===== config.mk =====
export PLATFORM = sky130hd
export DESIGN_NAME = lru_page_table_allocator_top_flat
export DESIGN_NICKNAME = d
export VERILOG_FILES = /design/src/lpta_pkg.sv /design/src/lpta_in_if.sv /design/src/lpta_out_if.sv /design/src/lpta_slot_mem.sv /design/src/lpta_scan.sv /design/src/lpta_ctrl.sv /design/src/lru_page_table_allocator_top.sv /design/src/flat_wrapper.sv
export SDC_FILE = /design/constraint.sdc
export NUM_CORES = 2
export LEC_CHECK = 0
export BUFFER_PORTS_ARGS = -buffer_cell sky130_fd_sc_hd__buf_4
export CAP_MARGIN = 20
export CELL_PAD_IN_SITES_DETAIL_PLACEMENT = 0
export CELL_PAD_IN_SITES_GLOBAL_PLACEMENT = 1
export CORE_MARGIN = 2
export CORE_UTILIZATION = 24
export CTS_CLUSTER_SIZE = 8
export DETAILED_ROUTE_END_ITERATION = 6
export HOLD_SLACK_MARGIN = 0.15
export PLACE_DENSITY_LB_ADDON = 0.1
export SETUP_SLACK_MARGIN = 0.15
export SLEW_MARGIN = 40
export SYNTH_ARGS = -nofsm -noshare
export SYNTH_HDL_FRONTEND = slang
export SYNTH_MEMORY_MAX_BITS = 65536
export SYNTH_SLANG_ARGS = --single-unit

===== constraint.sdc =====
create_clock -name i_clk -period 19.7 [get_ports i_clk]
set_input_delay 2.955 -clock i_clk [delete_from_list [all_inputs] [get_ports i_clk]]
set_output_delay 2.955 -clock i_clk [all_outputs]
set_load 0.02 [all_outputs]

===== src/lpta_pkg.sv =====
package lpta_pkg;

    // Field widths
    localparam int ID_W   = 32;
    localparam int TIME_W = 32;
    localparam int SLOT_W = 6;
    localparam int LIM_W  = 7;

    // Table size default and reset values
    localparam int              DEF_MAX_SLOTS = 64;
    localparam logic [ID_W-1:0] FIRST_ID      = 32'd100;
    localparam logic [LIM_W-1:0] LIMIT_RESET  = 7'd64;

    typedef enum logic {
        OP_ALLOC  = 1'b0,
        OP_ACCESS = 1'b1
    } t_opcode;

    // One table slot as stored in memory
    typedef struct packed {
        logic              valid;
        logic [ID_W-1:0]   page_id;
        logic [TIME_W-1:0] stamp;
    } t_slot_entry;

    // Summary of one pass over the table
    typedef struct packed {
        logic have_victim;
        logic have_free;
        logic hit;
    } t_scan_flags;

    typedef enum logic [2:0] {
        ST_CLEAR,
        ST_IDLE,
        ST_SCAN,
        ST_COMMIT,
        ST_EVICT_WR,
        ST_RESP
    } t_state;

endpackage


===== src/lpta_in_if.sv =====
interface lpta_in_if import lpta_pkg::*; ();
    logic              valid;
    logic              ready;
    logic              opcode;
    logic [ID_W-1:0]   lookup_id;
    logic [TIME_W-1:0] now;

    modport source (output valid, output opcode, output lookup_id, output now, input ready);
    modport sink   (input valid, input opcode, input lookup_id, input now, output ready);
endinterface


===== src/lpta_out_if.sv =====
interface lpta_out_if import lpta_pkg::*; ();
    logic              valid;
    logic              ready;
    logic              found;
    logic [SLOT_W-1:0] slot;
    logic [ID_W-1:0]   new_id;
    logic              evicted;
    logic [ID_W-1:0]   evicted_id;

    modport source (output valid, output found, output slot, output new_id,
                    output evicted, output evicted_id, input ready);
    modport sink   (input valid, input found, input slot, input new_id,
                    input evicted, input evicted_id, output ready);
endinterface


===== src/lpta_slot_mem.sv =====
module lpta_slot_mem import lpta_pkg::*; #(
    parameter int MAX_SLOTS = DEF_MAX_SLOTS,
    parameter int AW        = (MAX_SLOTS > 1) ? $clog2(MAX_SLOTS) : 1
) (
    input  logic          i_clk,
    input  logic          i_we,
    input  logic [AW-1:0] i_waddr,
    input  t_slot_entry   i_wdata,
    input  logic          i_re,
    input  logic [AW-1:0] i_raddr,
    output t_slot_entry   o_rdata
);

    t_slot_entry r_mem [MAX_SLOTS];
    t_slot_entry r_rdata;

    // Write port
    always_ff @(posedge i_clk) begin
        if (i_we) begin
            r_mem[i_waddr] <= i_wdata;
        end
    end

    // Registered read port
    always_ff @(posedge i_clk) begin
        if (i_re) begin
            r_rdata <= r_mem[i_raddr];
        end
    end

    assign o_rdata = r_rdata;

endmodule


===== src/lpta_scan.sv =====
module lpta_scan import lpta_pkg::*; #(
    parameter int MAX_SLOTS = DEF_MAX_SLOTS,
    parameter int AW        = (MAX_SLOTS > 1) ? $clog2(MAX_SLOTS) : 1
) (
    input  logic            i_clk,
    input  logic            i_rst_n,
    input  logic            i_start,
    input  logic            i_vld,
    input  logic [AW-1:0]   i_idx,
    input  t_slot_entry     i_entry,
    input  logic [ID_W-1:0] i_key,
    output t_scan_flags     o_flags,
    output logic [AW-1:0]   o_vic_idx,
    output logic [ID_W-1:0] o_vic_id,
    output logic [AW-1:0]   o_free_idx,
    output logic [AW-1:0]   o_hit_idx
);

    t_scan_flags       r_flags;
    logic [AW-1:0]     r_vic_idx;
    logic [ID_W-1:0]   r_vic_id;
    logic [TIME_W-1:0] r_vic_time;
    logic [AW-1:0]     r_free_idx;
    logic [AW-1:0]     r_hit_idx;

    logic older;
    logic take_victim;
    logic take_free;
    logic take_hit;

    // Oldest time wins, equal times go to the smaller id, equal both keep the lower slot
    always_comb begin
        older = (i_entry.stamp < r_vic_time) ||
                ((i_entry.stamp == r_vic_time) && (i_entry.page_id < r_vic_id));
        take_victim = i_vld && i_entry.valid && (!r_flags.have_victim || older);
        take_free   = i_vld && !i_entry.valid && !r_flags.have_free;
        take_hit    = i_vld && i_entry.valid && !r_flags.hit && (i_entry.page_id == i_key);
    end

    // Track flags; clear at the start of each pass
    always_ff @(posedge i_clk) begin
        if (!i_rst_n || i_start) begin
            r_flags <= '0;
        end else begin
            if (take_victim) r_flags.have_victim <= 1'b1;
            if (take_free)   r_flags.have_free   <= 1'b1;
            if (take_hit)    r_flags.hit         <= 1'b1;
        end
    end

    // Hold candidate slots and their keys
    always_ff @(posedge i_clk) begin
        if (take_victim) begin
            r_vic_idx  <= i_idx;
            r_vic_id   <= i_entry.page_id;
            r_vic_time <= i_entry.stamp;
        end
        if (take_free) begin
            r_free_idx <= i_idx;
        end
        if (take_hit) begin
            r_hit_idx <= i_idx;
        end
    end

    assign o_flags    = r_flags;
    assign o_vic_idx  = r_vic_idx;
    assign o_vic_id   = r_vic_id;
    assign o_free_idx = r_free_idx;
    assign o_hit_idx  = r_hit_idx;

endmodule


===== src/lpta_ctrl.sv =====
module lpta_ctrl import lpta_pkg::*; #(
    parameter int MAX_SLOTS = DEF_MAX_SLOTS,
    parameter int AW        = (MAX_SLOTS > 1) ? $clog2(MAX_SLOTS) : 1
) (
    input  logic             i_clk,
    input  logic             i_rst_n,
    input  logic             i_cfg_we,
    input  logic [LIM_W-1:0] i_cfg_data,
    lpta_in_if.sink          i_in,
    lpta_out_if.source       o_out,
    // memory side
    output logic             o_mem_we,
    output logic [AW-1:0]    o_mem_waddr,
    output t_slot_entry      o_mem_wdata,
    output logic             o_mem_re,
    output logic [AW-1:0]    o_mem_raddr,
    // scan side
    output logic             o_scan_start,
    output logic             o_scan_vld,
    output logic [AW-1:0]    o_scan_idx,
    output logic [ID_W-1:0]  o_scan_key,
    input  t_scan_flags      i_flags,
    input  logic [AW-1:0]    i_vic_idx,
    input  logic [ID_W-1:0]  i_vic_id,
    input  logic [AW-1:0]    i_free_idx,
    input  logic [AW-1:0]    i_hit_idx
);

    localparam int CW = $clog2(MAX_SLOTS + 1);
    localparam int LW = (CW > LIM_W) ? CW : LIM_W;
    localparam logic [AW-1:0] LAST_IDX = AW'(MAX_SLOTS - 1);
    localparam logic [CW-1:0] SLOT_CNT = CW'(MAX_SLOTS);
    localparam logic [LW-1:0] LIM_MAX  = LW'(MAX_SLOTS);

    t_state            r_state, n_state;
    logic [CW-1:0]     r_cnt;
    logic              r_pend;
    logic [AW-1:0]     r_pend_idx;
    logic              r_op;
    logic [ID_W-1:0]   r_key;
    logic [TIME_W-1:0] r_now;
    logic [LIM_W-1:0]  r_page_limit;
    logic [CW-1:0]     r_used, n_used;
    logic [ID_W-1:0]   r_next_id;

    // result staging
    logic              r_res_found;
    logic [SLOT_W-1:0] r_res_slot;
    logic [ID_W-1:0]   r_res_new_id;
    logic              r_res_evicted;
    logic [ID_W-1:0]   r_res_evicted_id;

    // output register
    logic              r_out_vld;
    logic              r_out_found;
    logic [SLOT_W-1:0] r_out_slot;
    logic [ID_W-1:0]   r_out_new_id;
    logic              r_out_evicted;
    logic [ID_W-1:0]   r_out_evicted_id;

    logic          in_fire;
    logic          issue;
    logic          scan_last;
    logic          out_free;
    logic [LW-1:0] limit_ext;
    logic [LW-1:0] eff_lim;
    logic          do_evict;
    logic          do_place;
    logic          need_inval;
    logic [AW-1:0] place_idx;
    logic          is_alloc;
    t_slot_entry   new_entry;
    t_slot_entry   hit_entry;

    assign is_alloc  = (r_op == OP_ALLOC);
    assign in_fire   = i_in.valid && i_in.ready;
    assign issue     = (r_state == ST_SCAN) && (r_cnt < SLOT_CNT);
    assign scan_last = r_pend && (r_pend_idx == LAST_IDX);
    assign out_free  = !r_out_vld || o_out.ready;

    // Eviction decision and placement slot
    always_comb begin
        limit_ext = LW'(r_page_limit);
        if (limit_ext == '0) begin
            eff_lim = LW'(1);
        end else if (limit_ext > LIM_MAX) begin
            eff_lim = LIM_MAX;
        end else begin
            eff_lim = limit_ext;
        end
        do_evict = (LW'(r_used) >= eff_lim) && i_flags.have_victim;
        do_place = do_evict || i_flags.have_free;
        if (do_evict) begin
            place_idx = (i_flags.have_free && (i_free_idx < i_vic_idx)) ? i_free_idx
                                                                        : i_vic_idx;
        end else begin
            place_idx = i_free_idx;
        end
        need_inval = do_evict && (place_idx != i_vic_idx);
        n_used = r_used - CW'(do_evict) + CW'(do_place);
        new_entry = '{valid: 1'b1, page_id: r_next_id, stamp: '0};
        hit_entry = '{valid: 1'b1, page_id: r_key, stamp: r_now};
    end

    // Next state
    always_comb begin
        n_state = r_state;
        unique case (r_state)
            ST_CLEAR: begin
                if (r_cnt[AW-1:0] == LAST_IDX) n_state = ST_IDLE;
            end
            ST_IDLE: begin
                if (in_fire) n_state = ST_SCAN;
            end
            ST_SCAN: begin
                if (scan_last) n_state = ST_COMMIT;
            end
            ST_COMMIT: begin
                n_state = (is_alloc && need_inval) ? ST_EVICT_WR : ST_RESP;
            end
            ST_EVICT_WR: begin
                n_state = ST_RESP;
            end
            ST_RESP: begin
                if (out_free) n_state = ST_IDLE;
            end
            default: n_state = ST_CLEAR;
        endcase
    end

    // Outputs: memory ports, scan control, input ready
    always_comb begin
        o_mem_we     = 1'b0;
        o_mem_waddr  = '0;
        o_mem_wdata  = '0;
        o_mem_re     = issue;
        o_mem_raddr  = r_cnt[AW-1:0];
        o_scan_start = in_fire;
        i_in.ready   = 1'b0;
        unique case (r_state)
            ST_CLEAR: begin
                o_mem_we    = 1'b1;
                o_mem_waddr = r_cnt[AW-1:0];
            end
            ST_IDLE: begin
                i_in.ready = 1'b1;
            end
            ST_COMMIT: begin
                if (!is_alloc && i_flags.hit) begin
                    o_mem_we    = 1'b1;
                    o_mem_waddr = i_hit_idx;
                    o_mem_wdata = hit_entry;
                end else if (is_alloc && do_place) begin
                    o_mem_we    = 1'b1;
                    o_mem_waddr = place_idx;
                    o_mem_wdata = new_entry;
                end
            end
            ST_EVICT_WR: begin
                o_mem_we    = 1'b1;
                o_mem_waddr = i_vic_idx;
            end
            default: begin
            end
        endcase
    end

    assign o_scan_vld = r_pend;
    assign o_scan_idx = r_pend_idx;
    assign o_scan_key = r_key;

    // State, counters and table bookkeeping
    always_ff @(posedge i_clk) begin
        if (!i_rst_n) begin
            r_state      <= ST_CLEAR;
            r_cnt        <= '0;
            r_pend       <= 1'b0;
            r_page_limit <= LIMIT_RESET;
            r_used       <= '0;
            r_next_id    <= FIRST_ID;
        end else begin
            r_state <= n_state;
            r_pend  <= issue;
            if (i_cfg_we) begin
                r_page_limit <= i_cfg_data;
            end
            if (r_state == ST_CLEAR) begin
                r_cnt <= r_cnt + CW'(1);
            end else if (in_fire) begin
                r_cnt <= '0;
            end else if (issue) begin
                r_cnt <= r_cnt + CW'(1);
            end
            if ((r_state == ST_COMMIT) && is_alloc) begin
                r_used    <= n_used;
                r_next_id <= r_next_id + ID_W'(1);
            end
        end
    end

    // Capture the input word and stage the result
    always_ff @(posedge i_clk) begin
        r_pend_idx <= r_cnt[AW-1:0];
        if (in_fire) begin
            r_op  <= i_in.opcode;
            r_key <= i_in.lookup_id;
            r_now <= i_in.now;
        end
        if (r_state == ST_COMMIT) begin
            if (is_alloc) begin
                r_res_found      <= 1'b1;
                r_res_slot       <= do_place ? SLOT_W'(place_idx) : '0;
                r_res_new_id     <= r_next_id;
                r_res_evicted    <= do_evict;
                r_res_evicted_id <= do_evict ? i_vic_id : '0;
            end else begin
                r_res_found      <= i_flags.hit;
                r_res_slot       <= i_flags.hit ? SLOT_W'(i_hit_idx) : '0;
                r_res_new_id     <= '0;
                r_res_evicted    <= 1'b0;
                r_res_evicted_id <= '0;
            end
        end
    end

    // Output register: load when free, drop valid once taken
    always_ff @(posedge i_clk) begin
        if (!i_rst_n) begin
            r_out_vld <= 1'b0;
        end else if ((r_state == ST_RESP) && out_free) begin
            r_out_vld <= 1'b1;
        end else if (o_out.ready) begin
            r_out_vld <= 1'b0;
        end
    end

    always_ff @(posedge i_clk) begin
        if ((r_state == ST_RESP) && out_free) begin
            r_out_found      <= r_res_found;
            r_out_slot       <= r_res_slot;
            r_out_new_id     <= r_res_new_id;
            r_out_evicted    <= r_res_evicted;
            r_out_evicted_id <= r_res_evicted_id;
        end
    end

    assign o_out.valid      = r_out_vld;
    assign o_out.found      = r_out_found;
    assign o_out.slot       = r_out_slot;
    assign o_out.new_id     = r_out_new_id;
    assign o_out.evicted    = r_out_evicted;
    assign o_out.evicted_id = r_out_evicted_id;

    // The page count never exceeds the table
    a_used_bound: assert property (@(posedge i_clk) disable iff (!i_rst_n)
        r_used <= SLOT_CNT)
        else $error("page count above table size");

    // No table write while waiting for a word
    a_idle_no_write: assert property (@(posedge i_clk) disable iff (!i_rst_n)
        (r_state == ST_IDLE) |-> !o_mem_we)
        else $error("table written while idle");

    // An accepted word always starts a pass
    a_fire_scan: assert property (@(posedge i_clk) disable iff (!i_rst_n)
        in_fire |=> (r_state == ST_SCAN))
        else $error("accepted word did not start a pass");

    // Invalidation only targets a found victim
    a_evict_victim: assert property (@(posedge i_clk) disable iff (!i_rst_n)
        (r_state == ST_EVICT_WR) |-> i_flags.have_victim)
        else $error("invalidation without a victim");

    // Every allocation advances the id counter by one
    a_next_id: assert property (@(posedge i_clk) disable iff (!i_rst_n)
        ((r_state == ST_COMMIT) && is_alloc) |=> (r_next_id == $past(r_next_id) + ID_W'(1)))
        else $error("page id counter did not advance");

endmodule


===== src/lru_page_table_allocator_top.sv =====
// Page table with least-recently-accessed replacement.
//
// Input channel i_in carries one word per request: opcode selects allocate or
// access, lookup_id is the page to find on access, now is the stamp written on
// a hit. Output channel o_out returns exactly one word per request, in order.
// The user writes the page limit via i_cfg_we / i_cfg_data only while idle,
// not enforced by the block. Zero acts as one, above MAX_SLOTS as MAX_SLOTS.
//
// Every request makes one full pass over the slot memory, one slot per cycle
// on its single read port. A commit step follows the pass, then a write that
// invalidates the victim when an allocate evicts into a different slot than
// the one it fills, and then the result is loaded into the output register.
// A new request is taken only after the last result has been loaded there.
//
// After reset the block sweeps the memory to mark all slots free, with i_in.ready
// low. A stalled receiver holds the result in the output register; the next
// request is still accepted and worked on, and waits only before its own
// result is loaded.
module lru_page_table_allocator_top import lpta_pkg::*; #(
    parameter int MAX_SLOTS = DEF_MAX_SLOTS
) (
    input  logic             i_clk,
    input  logic             i_rst_n,
    input  logic             i_cfg_we,
    input  logic [LIM_W-1:0] i_cfg_data,
    lpta_in_if.sink          i_in,
    lpta_out_if.source       o_out
);

    localparam int AW = (MAX_SLOTS > 1) ? $clog2(MAX_SLOTS) : 1;

    logic            mem_we;
    logic [AW-1:0]   mem_waddr;
    t_slot_entry     mem_wdata;
    logic            mem_re;
    logic [AW-1:0]   mem_raddr;
    t_slot_entry     mem_rdata;

    logic            scan_start;
    logic            scan_vld;
    logic [AW-1:0]   scan_idx;
    logic [ID_W-1:0] scan_key;
    t_scan_flags     scan_flags;
    logic [AW-1:0]   vic_idx;
    logic [ID_W-1:0] vic_id;
    logic [AW-1:0]   free_idx;
    logic [AW-1:0]   hit_idx;

    // Slot storage
    lpta_slot_mem #(
        .MAX_SLOTS (MAX_SLOTS),
        .AW        (AW)
    ) u_mem (
        .i_clk   (i_clk),
        .i_we    (mem_we),
        .i_waddr (mem_waddr),
        .i_wdata (mem_wdata),
        .i_re    (mem_re),
        .i_raddr (mem_raddr),
        .o_rdata (mem_rdata)
    );

    // Victim, free slot and hit tracking over the read stream
    lpta_scan #(
        .MAX_SLOTS (MAX_SLOTS),
        .AW        (AW)
    ) u_scan (
        .i_clk      (i_clk),
        .i_rst_n    (i_rst_n),
        .i_start    (scan_start),
        .i_vld      (scan_vld),
        .i_idx      (scan_idx),
        .i_entry    (mem_rdata),
        .i_key      (scan_key),
        .o_flags    (scan_flags),
        .o_vic_idx  (vic_idx),
        .o_vic_id   (vic_id),
        .o_free_idx (free_idx),
        .o_hit_idx  (hit_idx)
    );

    // Sequencer, bookkeeping and output register
    lpta_ctrl #(
        .MAX_SLOTS (MAX_SLOTS),
        .AW        (AW)
    ) u_ctrl (
        .i_clk        (i_clk),
        .i_rst_n      (i_rst_n),
        .i_cfg_we     (i_cfg_we),
        .i_cfg_data   (i_cfg_data),
        .i_in         (i_in),
        .o_out        (o_out),
        .o_mem_we     (mem_we),
        .o_mem_waddr  (mem_waddr),
        .o_mem_wdata  (mem_wdata),
        .o_mem_re     (mem_re),
        .o_mem_raddr  (mem_raddr),
        .o_scan_start (scan_start),
        .o_scan_vld   (scan_vld),
        .o_scan_idx   (scan_idx),
        .o_scan_key   (scan_key),
        .i_flags      (scan_flags),
        .i_vic_idx    (vic_idx),
        .i_vic_id     (vic_id),
        .i_free_idx   (free_idx),
        .i_hit_idx    (hit_idx)
    );

endmodule

===== src/flat_wrapper.sv =====
// flat-port wrapper written by rule: the top's interface ports become plain ports
module lru_page_table_allocator_top_flat import lpta_pkg::*;
#(
    parameter int MAX_SLOTS = DEF_MAX_SLOTS
)
  (i_clk, i_rst_n, i_cfg_we, i_cfg_data, i_in_valid, i_in_opcode, i_in_lookup_id, i_in_now, i_in_ready, o_out_valid, o_out_found, o_out_slot, o_out_new_id, o_out_evicted, o_out_evicted_id, o_out_ready);
  lpta_in_if i_in_i ();
  lpta_out_if o_out_i ();
  input  logic i_clk;
  input  logic i_rst_n;
  input  logic i_cfg_we;
  input  logic [LIM_W-1:0] i_cfg_data;
  input wire logic [$bits(i_in_i.valid)-1:0] i_in_valid;
  input wire logic [$bits(i_in_i.opcode)-1:0] i_in_opcode;
  input wire logic [$bits(i_in_i.lookup_id)-1:0] i_in_lookup_id;
  input wire logic [$bits(i_in_i.now)-1:0] i_in_now;
  output wire logic [$bits(i_in_i.ready)-1:0] i_in_ready;
  output wire logic [$bits(o_out_i.valid)-1:0] o_out_valid;
  output wire logic [$bits(o_out_i.found)-1:0] o_out_found;
  output wire logic [$bits(o_out_i.slot)-1:0] o_out_slot;
  output wire logic [$bits(o_out_i.new_id)-1:0] o_out_new_id;
  output wire logic [$bits(o_out_i.evicted)-1:0] o_out_evicted;
  output wire logic [$bits(o_out_i.evicted_id)-1:0] o_out_evicted_id;
  input wire logic [$bits(o_out_i.ready)-1:0] o_out_ready;
  assign i_in_i.valid = i_in_valid;
  assign i_in_i.opcode = i_in_opcode;
  assign i_in_i.lookup_id = i_in_lookup_id;
  assign i_in_i.now = i_in_now;
  assign i_in_ready = i_in_i.ready;
  assign o_out_valid = o_out_i.valid;
  assign o_out_found = o_out_i.found;
  assign o_out_slot = o_out_i.slot;
  assign o_out_new_id = o_out_i.new_id;
  assign o_out_evicted = o_out_i.evicted;
  assign o_out_evicted_id = o_out_i.evicted_id;
  assign o_out_i.ready = o_out_ready;
  lru_page_table_allocator_top #(.MAX_SLOTS(MAX_SLOTS)) u_core (.i_clk(i_clk), .i_rst_n(i_rst_n), .i_cfg_we(i_cfg_we), .i_cfg_data(i_cfg_data), .i_in(i_in_i), .o_out(o_out_i));
endmodule

# Word level (Yosys, flattened, before mapping)
# Memories as Yosys holds them, arrays and structs flattened. A register that Yosys moved wholly into a read port is not among the register bits.
# Cells that the tools add are included.
# op_classes
addsub,4
order_cmp,6
n_eq_ne,14
n_mux,30
bitwise,2
reduce_logical,36
# ops
operator,count
$mux W65,3
$eq A32 B32 Y1,2
$lt A32 B32 Y1,2
$mux W6,7
$mux W7,5
$add A32 B1 Y32 const B,1
$logic_and A1 B1 Y1,18
$pmux W3 S6,1
$pmux W6 S3,1
$eq A6 B6 Y1 const B,2
$mux W3,4
$mux W1,8
$add A7 B1 Y7,1
$add A7 B1 Y7 const B,1
$ge A7 B7 Y1,1
$gt A7 B7 Y1 const B,1
$logic_not A7 Y1,1
$lt A7 B7 Y1 const B,1
$sub A7 B1 Y7,1
$eq A3 B2 Y1 const B,2
$eq A3 B3 Y1 const B,2
$logic_not A1 Y1,6
$lt A6 B6 Y1,1
$ne A2 B2 Y1 const B,3
other kinds (11),17
# word_totals
reg_bits,358
ram_bits,4160
input_bits,77
out_inout_bits,74
elab_cells,122
n_memories,1
# memory_table
memory,words,word_bits,rd,rd_clocked_by_memory_dff,wr,line,source
u_core.u_mem.r_mem,64,65,1,1,1,lpta_slot_mem.sv:14,t_slot_entry r_mem [MAX_SLOTS];

# Depth between registers and ports, before layout
# logic_depth
depth_word,12
mapped_depth,19
mapped_depth_nobuf,18

# Modules after synthesis
# From an unflattened synthesis, not the netlist that was laid out.
# hier_totals
cells_unflattened,7759
area_unflattened_um2,174471.1
# modules_own_cells
mod,n_inst,cells_each,area_each_um2,seq_area_each_um2
lpta_slot_mem,1,6606,158981.2,126871.7
lpta_ctrl,1,794,10960.5,7557.2
lpta_scan,1,359,4529.3,2522.4

# Worst setup path after synthesis
# OpenSTA, ideal clock, no wires.
# synth_timing
path_kind,reg-to-reg
from,reg u_core.u_ctrl.r_state[2]
to,"reg, netlist name u_core.u_mem.o_rdata[0]"
setup_time_ns,0.649
arrival_time_ns,6.913
required_ns,19.051
path_slack_ns,12.138
path_stages_with_launch,4
path_buffers,2
synth_period_minus_slack_ns,7.562
path_cell_list,dfxtp_1 > buf_2 > clkbuf_1 > nor4_1
# synth_between
elab_chain_len,2
# synth_rtl
element,line,source
start: declaration,lpta_ctrl.sv:35,"t_state r_state, n_state;"
start signal: assignment,lpta_ctrl.sv:182,r_state <= n_state;
$eq A3 B2 Y1,lpta_ctrl.sv:77,assign issue = (r_state == ST_SCAN) && (r_cnt < SLOT_CNT);
$logic_and A1 B1 Y1,lpta_ctrl.sv:77,
via u_core.mem_re,lru_page_table_allocator_top.sv:35,logic mem_re;
# The timed path passes the listed nets, and every way through them passes these cells.
# A chain may end at the register's enable or synchronous reset.

# Worst setup path after layout
# layout_timing
from,reg u_core.u_ctrl.r_cnt[0]
to,"reg, netlist name u_core.u_mem.o_rdata[16]"
# layout_between
elab_chain_len,2
# layout_rtl
element,line,source
start: declaration,lpta_ctrl.sv:36,logic [CW-1:0] r_cnt;
start signal: assignment,lpta_ctrl.sv:188,r_cnt <= r_cnt + CW'(1);
start signal: assignment,lpta_ctrl.sv:192,r_cnt <= r_cnt + CW'(1);
$lt A7 B7 Y1,lpta_ctrl.sv:77,
$logic_and A1 B1 Y1,lpta_ctrl.sv:77,
# Several ways; a longest one is shown, not always the timed one.

==> flow_summary.ini <==
[status]
outcome = finished, final reports clean

[global_route]
track_usage_pct = 15.5
grt_max_degree = 94
grt_pass1_wl_um = 785000
busiest_layer = met2
grt_pass1_vias = 85700
overflow = 0
grtUsageMet2_pct = 25.9
gr-usage-met1_pct = 21.5
antenna_found_initial = 70
use_met3_pct = 2.42

[logic_synthesis]
synthAdderAreaFrac_pct = 0.612
yosys.area_share.simple_pct = 1.31
synthCells = 7207
synth-edff-count = 4516
syn-num-nets = 7369
synth_warnings = 0
synthMuxAreaShare_pct = 17.6
synthXorXnorAreaFrac_pct = 0.361
synth_area_um2 = 175000
synth_top_family_by_area = multiplexers
synth.yosys.seq_area_share_pct = 78.3
async_flop_share_pct = 0
synth-seq-cells = 4583
ys.flop_type = edfxtp_1
syn_avg_cell_area_um2 = 24.3
synth_compound_area_share_pct = 0.733
yosysUniqueCellTypes = 54

[die]
die_h_um = 858
ios = 151
die_w_um = 858
start_util_pct = 24.1
coreArea_um2 = 726000
fp.dieArea_um2 = 736000
placementRows = 313

[sta]
max_freq_ghz = 0.152
setup_violations = 0
hold_viol = 0
maxSlewHeadroom_pct = 37.9
worst_pin_slew_ns = 0.931
finalCritPeriodShare_pct = 33.4
skew_ns = 0.0620
setup_tns_ns = 0
grt_setup_unrepaired = false
period_needed_ns = 6.57
slew_viol_final = 0

[power]
finalPower_mw = 21.4
seqPwrFrac_pct = 49.6
p_leak_nw = 63.7
pwr-share-comb_pct = 3.4
clockPowerShare_pct = 47.0
p_per_area_nw_per_um2 = 103
net-switching-power_mw = 4.58
peakVddDrop_uv = 95.4
sw_frac_of_total_pct = 21.4
power.internal_mw = 16.9

[placement]
io_buffers = 150
place.detailed.hpwl_um = 338000
gp_congestion = 0.726

[routing]
drc = 0
viasPerCell = 4.57
drt_iter0_drc = 7977
wl_per_cell_um = 32.9
drtAntennaViolNets = 0
routed_wl_um = 584000
num_vias = 81100
first_pass_iters = 7

[worst_setup_path]
startpoint_type = flip-flop
reg2reg_depth = 9
critical_path_arrival_ns = 7.40
crit_type = reg2reg
path_max_fanout = 53
required_ns = 20.53
worstSetupEndpointType = flip-flop

[clocking]
cts_hold_buf = 0
clkTransAtPathRegs_ns = 0.05
cts-root-buf = clkbuf_16
cts_resized = 0
cts_tree = yes
postCtsSetupBuffers = 0
cts_buffer_depth = 4
clk_latency_ns = 1.13
cts-htree-levels = 6
cts_sinks = 4583
cts_made_buffers = 647

[finish]
final_cell_mix = edfxtp_1, mux4_2, clkbuf_16, buf_4, nor2_4
nNetsFinal = 8146
multiInputGateArea_um2 = 37000
area_growth_pct = 19.5
drive_above_1_share_pct = 33.7
seq_area_um2 = 137000
final_common_cell = edfxtp_1
filler_cell_count = 70300

[hold_path]
min_path_type = reg2reg
whs_path_depth = 0

[flow_run]
max_cap_viol_count = 0
## power groups by stage
stage	clock, mW	sequential, mW	combinational (mW)
after CTS	10.4	10.6	0.758
final	10.1	10.6	0.728
after global placement	0	10.8	0.747
after global routing	10.8	10.6	0.777
after floorplan	0	10.8	0.487
after detailed placement	0	10.8	0.755
## metal layers
metal	vias up	routed length [um]
li1	32400	-
met1	45800	261000
met2	2228	284000
met3	667	27500
met4	4	11100
met5	-	27
## state kept, by name, indices dropped and copies added, names as in the netlist, 3 cells and up
register and count:
u_core.u_scan.o_free_idx 6, u_core.u_scan.o_vic_idx 6, u_core.u_scan.o_vic_id 32, u_core.u_ctrl.r_used 7, u_core.u_ctrl.o_out.new_id 32, u_core.u_mem.o_rdata 65
u_core.u_ctrl.r_cnt 7, u_core.u_scan.o_flags 3, u_core.u_scan.r_vic_time 32, u_core.u_ctrl.r_state 3, u_core.u_ctrl.o_out.slot 6, u_core.u_ctrl.o_scan_idx 6
u_core.u_mem.r_mem 4160, u_core.u_ctrl.limit_ext 7, u_core.u_scan.o_hit_idx 6, u_core.u_ctrl.o_scan_key 32, u_core.u_ctrl.r_res_slot 6, u_core.u_ctrl.r_now 32
u_core.u_ctrl.r_res_evicted_id 32, u_core.u_ctrl.o_out.evicted_id 32, u_core.u_ctrl.r_next_id 32, u_core.u_ctrl.r_res_new_id 32
## final cells by class
type / count / share of cell area [%]
Sequential cell: 4583 / 65.6
Clock inverter: 58 / 0.474
Multi-Input combinational cell: 2179 / 17.7
Timing Repair Buffer: 490 / 2.34
Tap cell: 9607 / 5.75
Antenna cell: 20 / 0.0240
Inverter: 83 / 0.156
Clock buffer: 716 / 7.96
## kinds of logic (layout without fill, tap and decap cells)
logic type | after synthesis | in the layout
other cells | 1 | 21
simple gates | 451 | 451
buf+inv | 445 | 1347
mux | 1377 | 1377
compound gates | 193 | 193
flops | 4583 | 4583
fa+ha+maj | 85 | 85
xor+xnor | 72 | 72
## critical path, stage by stage (launching register included)
cell and delay [ns]:
dfxtp_4 0.75, buf_12 0.35, buf_16 0.42, buf_4 0.66, buf_4 0.72, buf_4 0.69, buf_4 0.69, mux4_2 0.60
mux4_2 0.58, mux4_2 0.51
## Yosys cell counts, types with 4 or more instances
cell type  number  share of area, %
or3_1           7             0.025
nand2b_1       14             0.050
o22ai_1         4             0.014
a21boi_0       15             0.064
buf_4           7             0.030
o21ai_0        33             0.094
o31ai_1         5             0.021
and2_1         31              0.11
mux2i_1         9             0.052
nor4_1          8             0.029
o21a_1          4             0.017
o21bai_1        9             0.039
dfxtp_1        67              0.77
xor2_1         25              0.13
clkbuf_1      217              0.47
and3_1         47              0.17
buf_1          71              0.15
a21oi_1        41              0.12
a22oi_1        31              0.13
a21o_1         14             0.060
nor3_1         38              0.11
a31oi_1        11             0.039
nand3_1        18             0.052
ha_1           84              0.60
nor2b_1        55              0.20
o211ai_1        4             0.017
inv_1          83              0.18
nor2_1        132              0.28
a211oi_1        7             0.030
edfxtp_1     4516                78
xnor2_1        47              0.24
nand2_1        58              0.12
buf_2          66              0.19
mux4_2       1365                18
nand4_1        34              0.12
## worst paths after layout
| path | from | end | slack, ns |
|---|---|---|---|
| setup / recovery | u_core.u_ctrl.r_cnt[0] | u_core.u_mem.o_rdata[16] | 13.13 |
| hold / removal | u_core.u_ctrl.r_res_new_id[2] | u_core.u_ctrl.o_out.new_id[2] | 0.41 |
| setup reg to reg | u_core.u_ctrl.r_cnt[0] | u_core.u_mem.o_rdata[16] | 13.13 |
| hold reg to reg | u_core.u_ctrl.r_res_new_id[2] | u_core.u_ctrl.o_out.new_id[2] | 0.41 |
## through the flow
step           instances  hold slack [ns]  utilization (%)  cell area (um2)  setup WS (ns)
2_1_floorplan       7207            0.329                -           175000          12.14
3_5_place_dp       16900            0.405             26.3           191000          12.56
5_1_grt            17700            0.419             28.8           209000          12.54
3_3_place_gp       16900            0.410             26.1           190000          12.26
4_1_cts            17700            0.414             28.7           208000          12.55
6_report           17700            0.413             28.8           209000          13.13
Note: power is estimated with default switching activity, not from simulation.
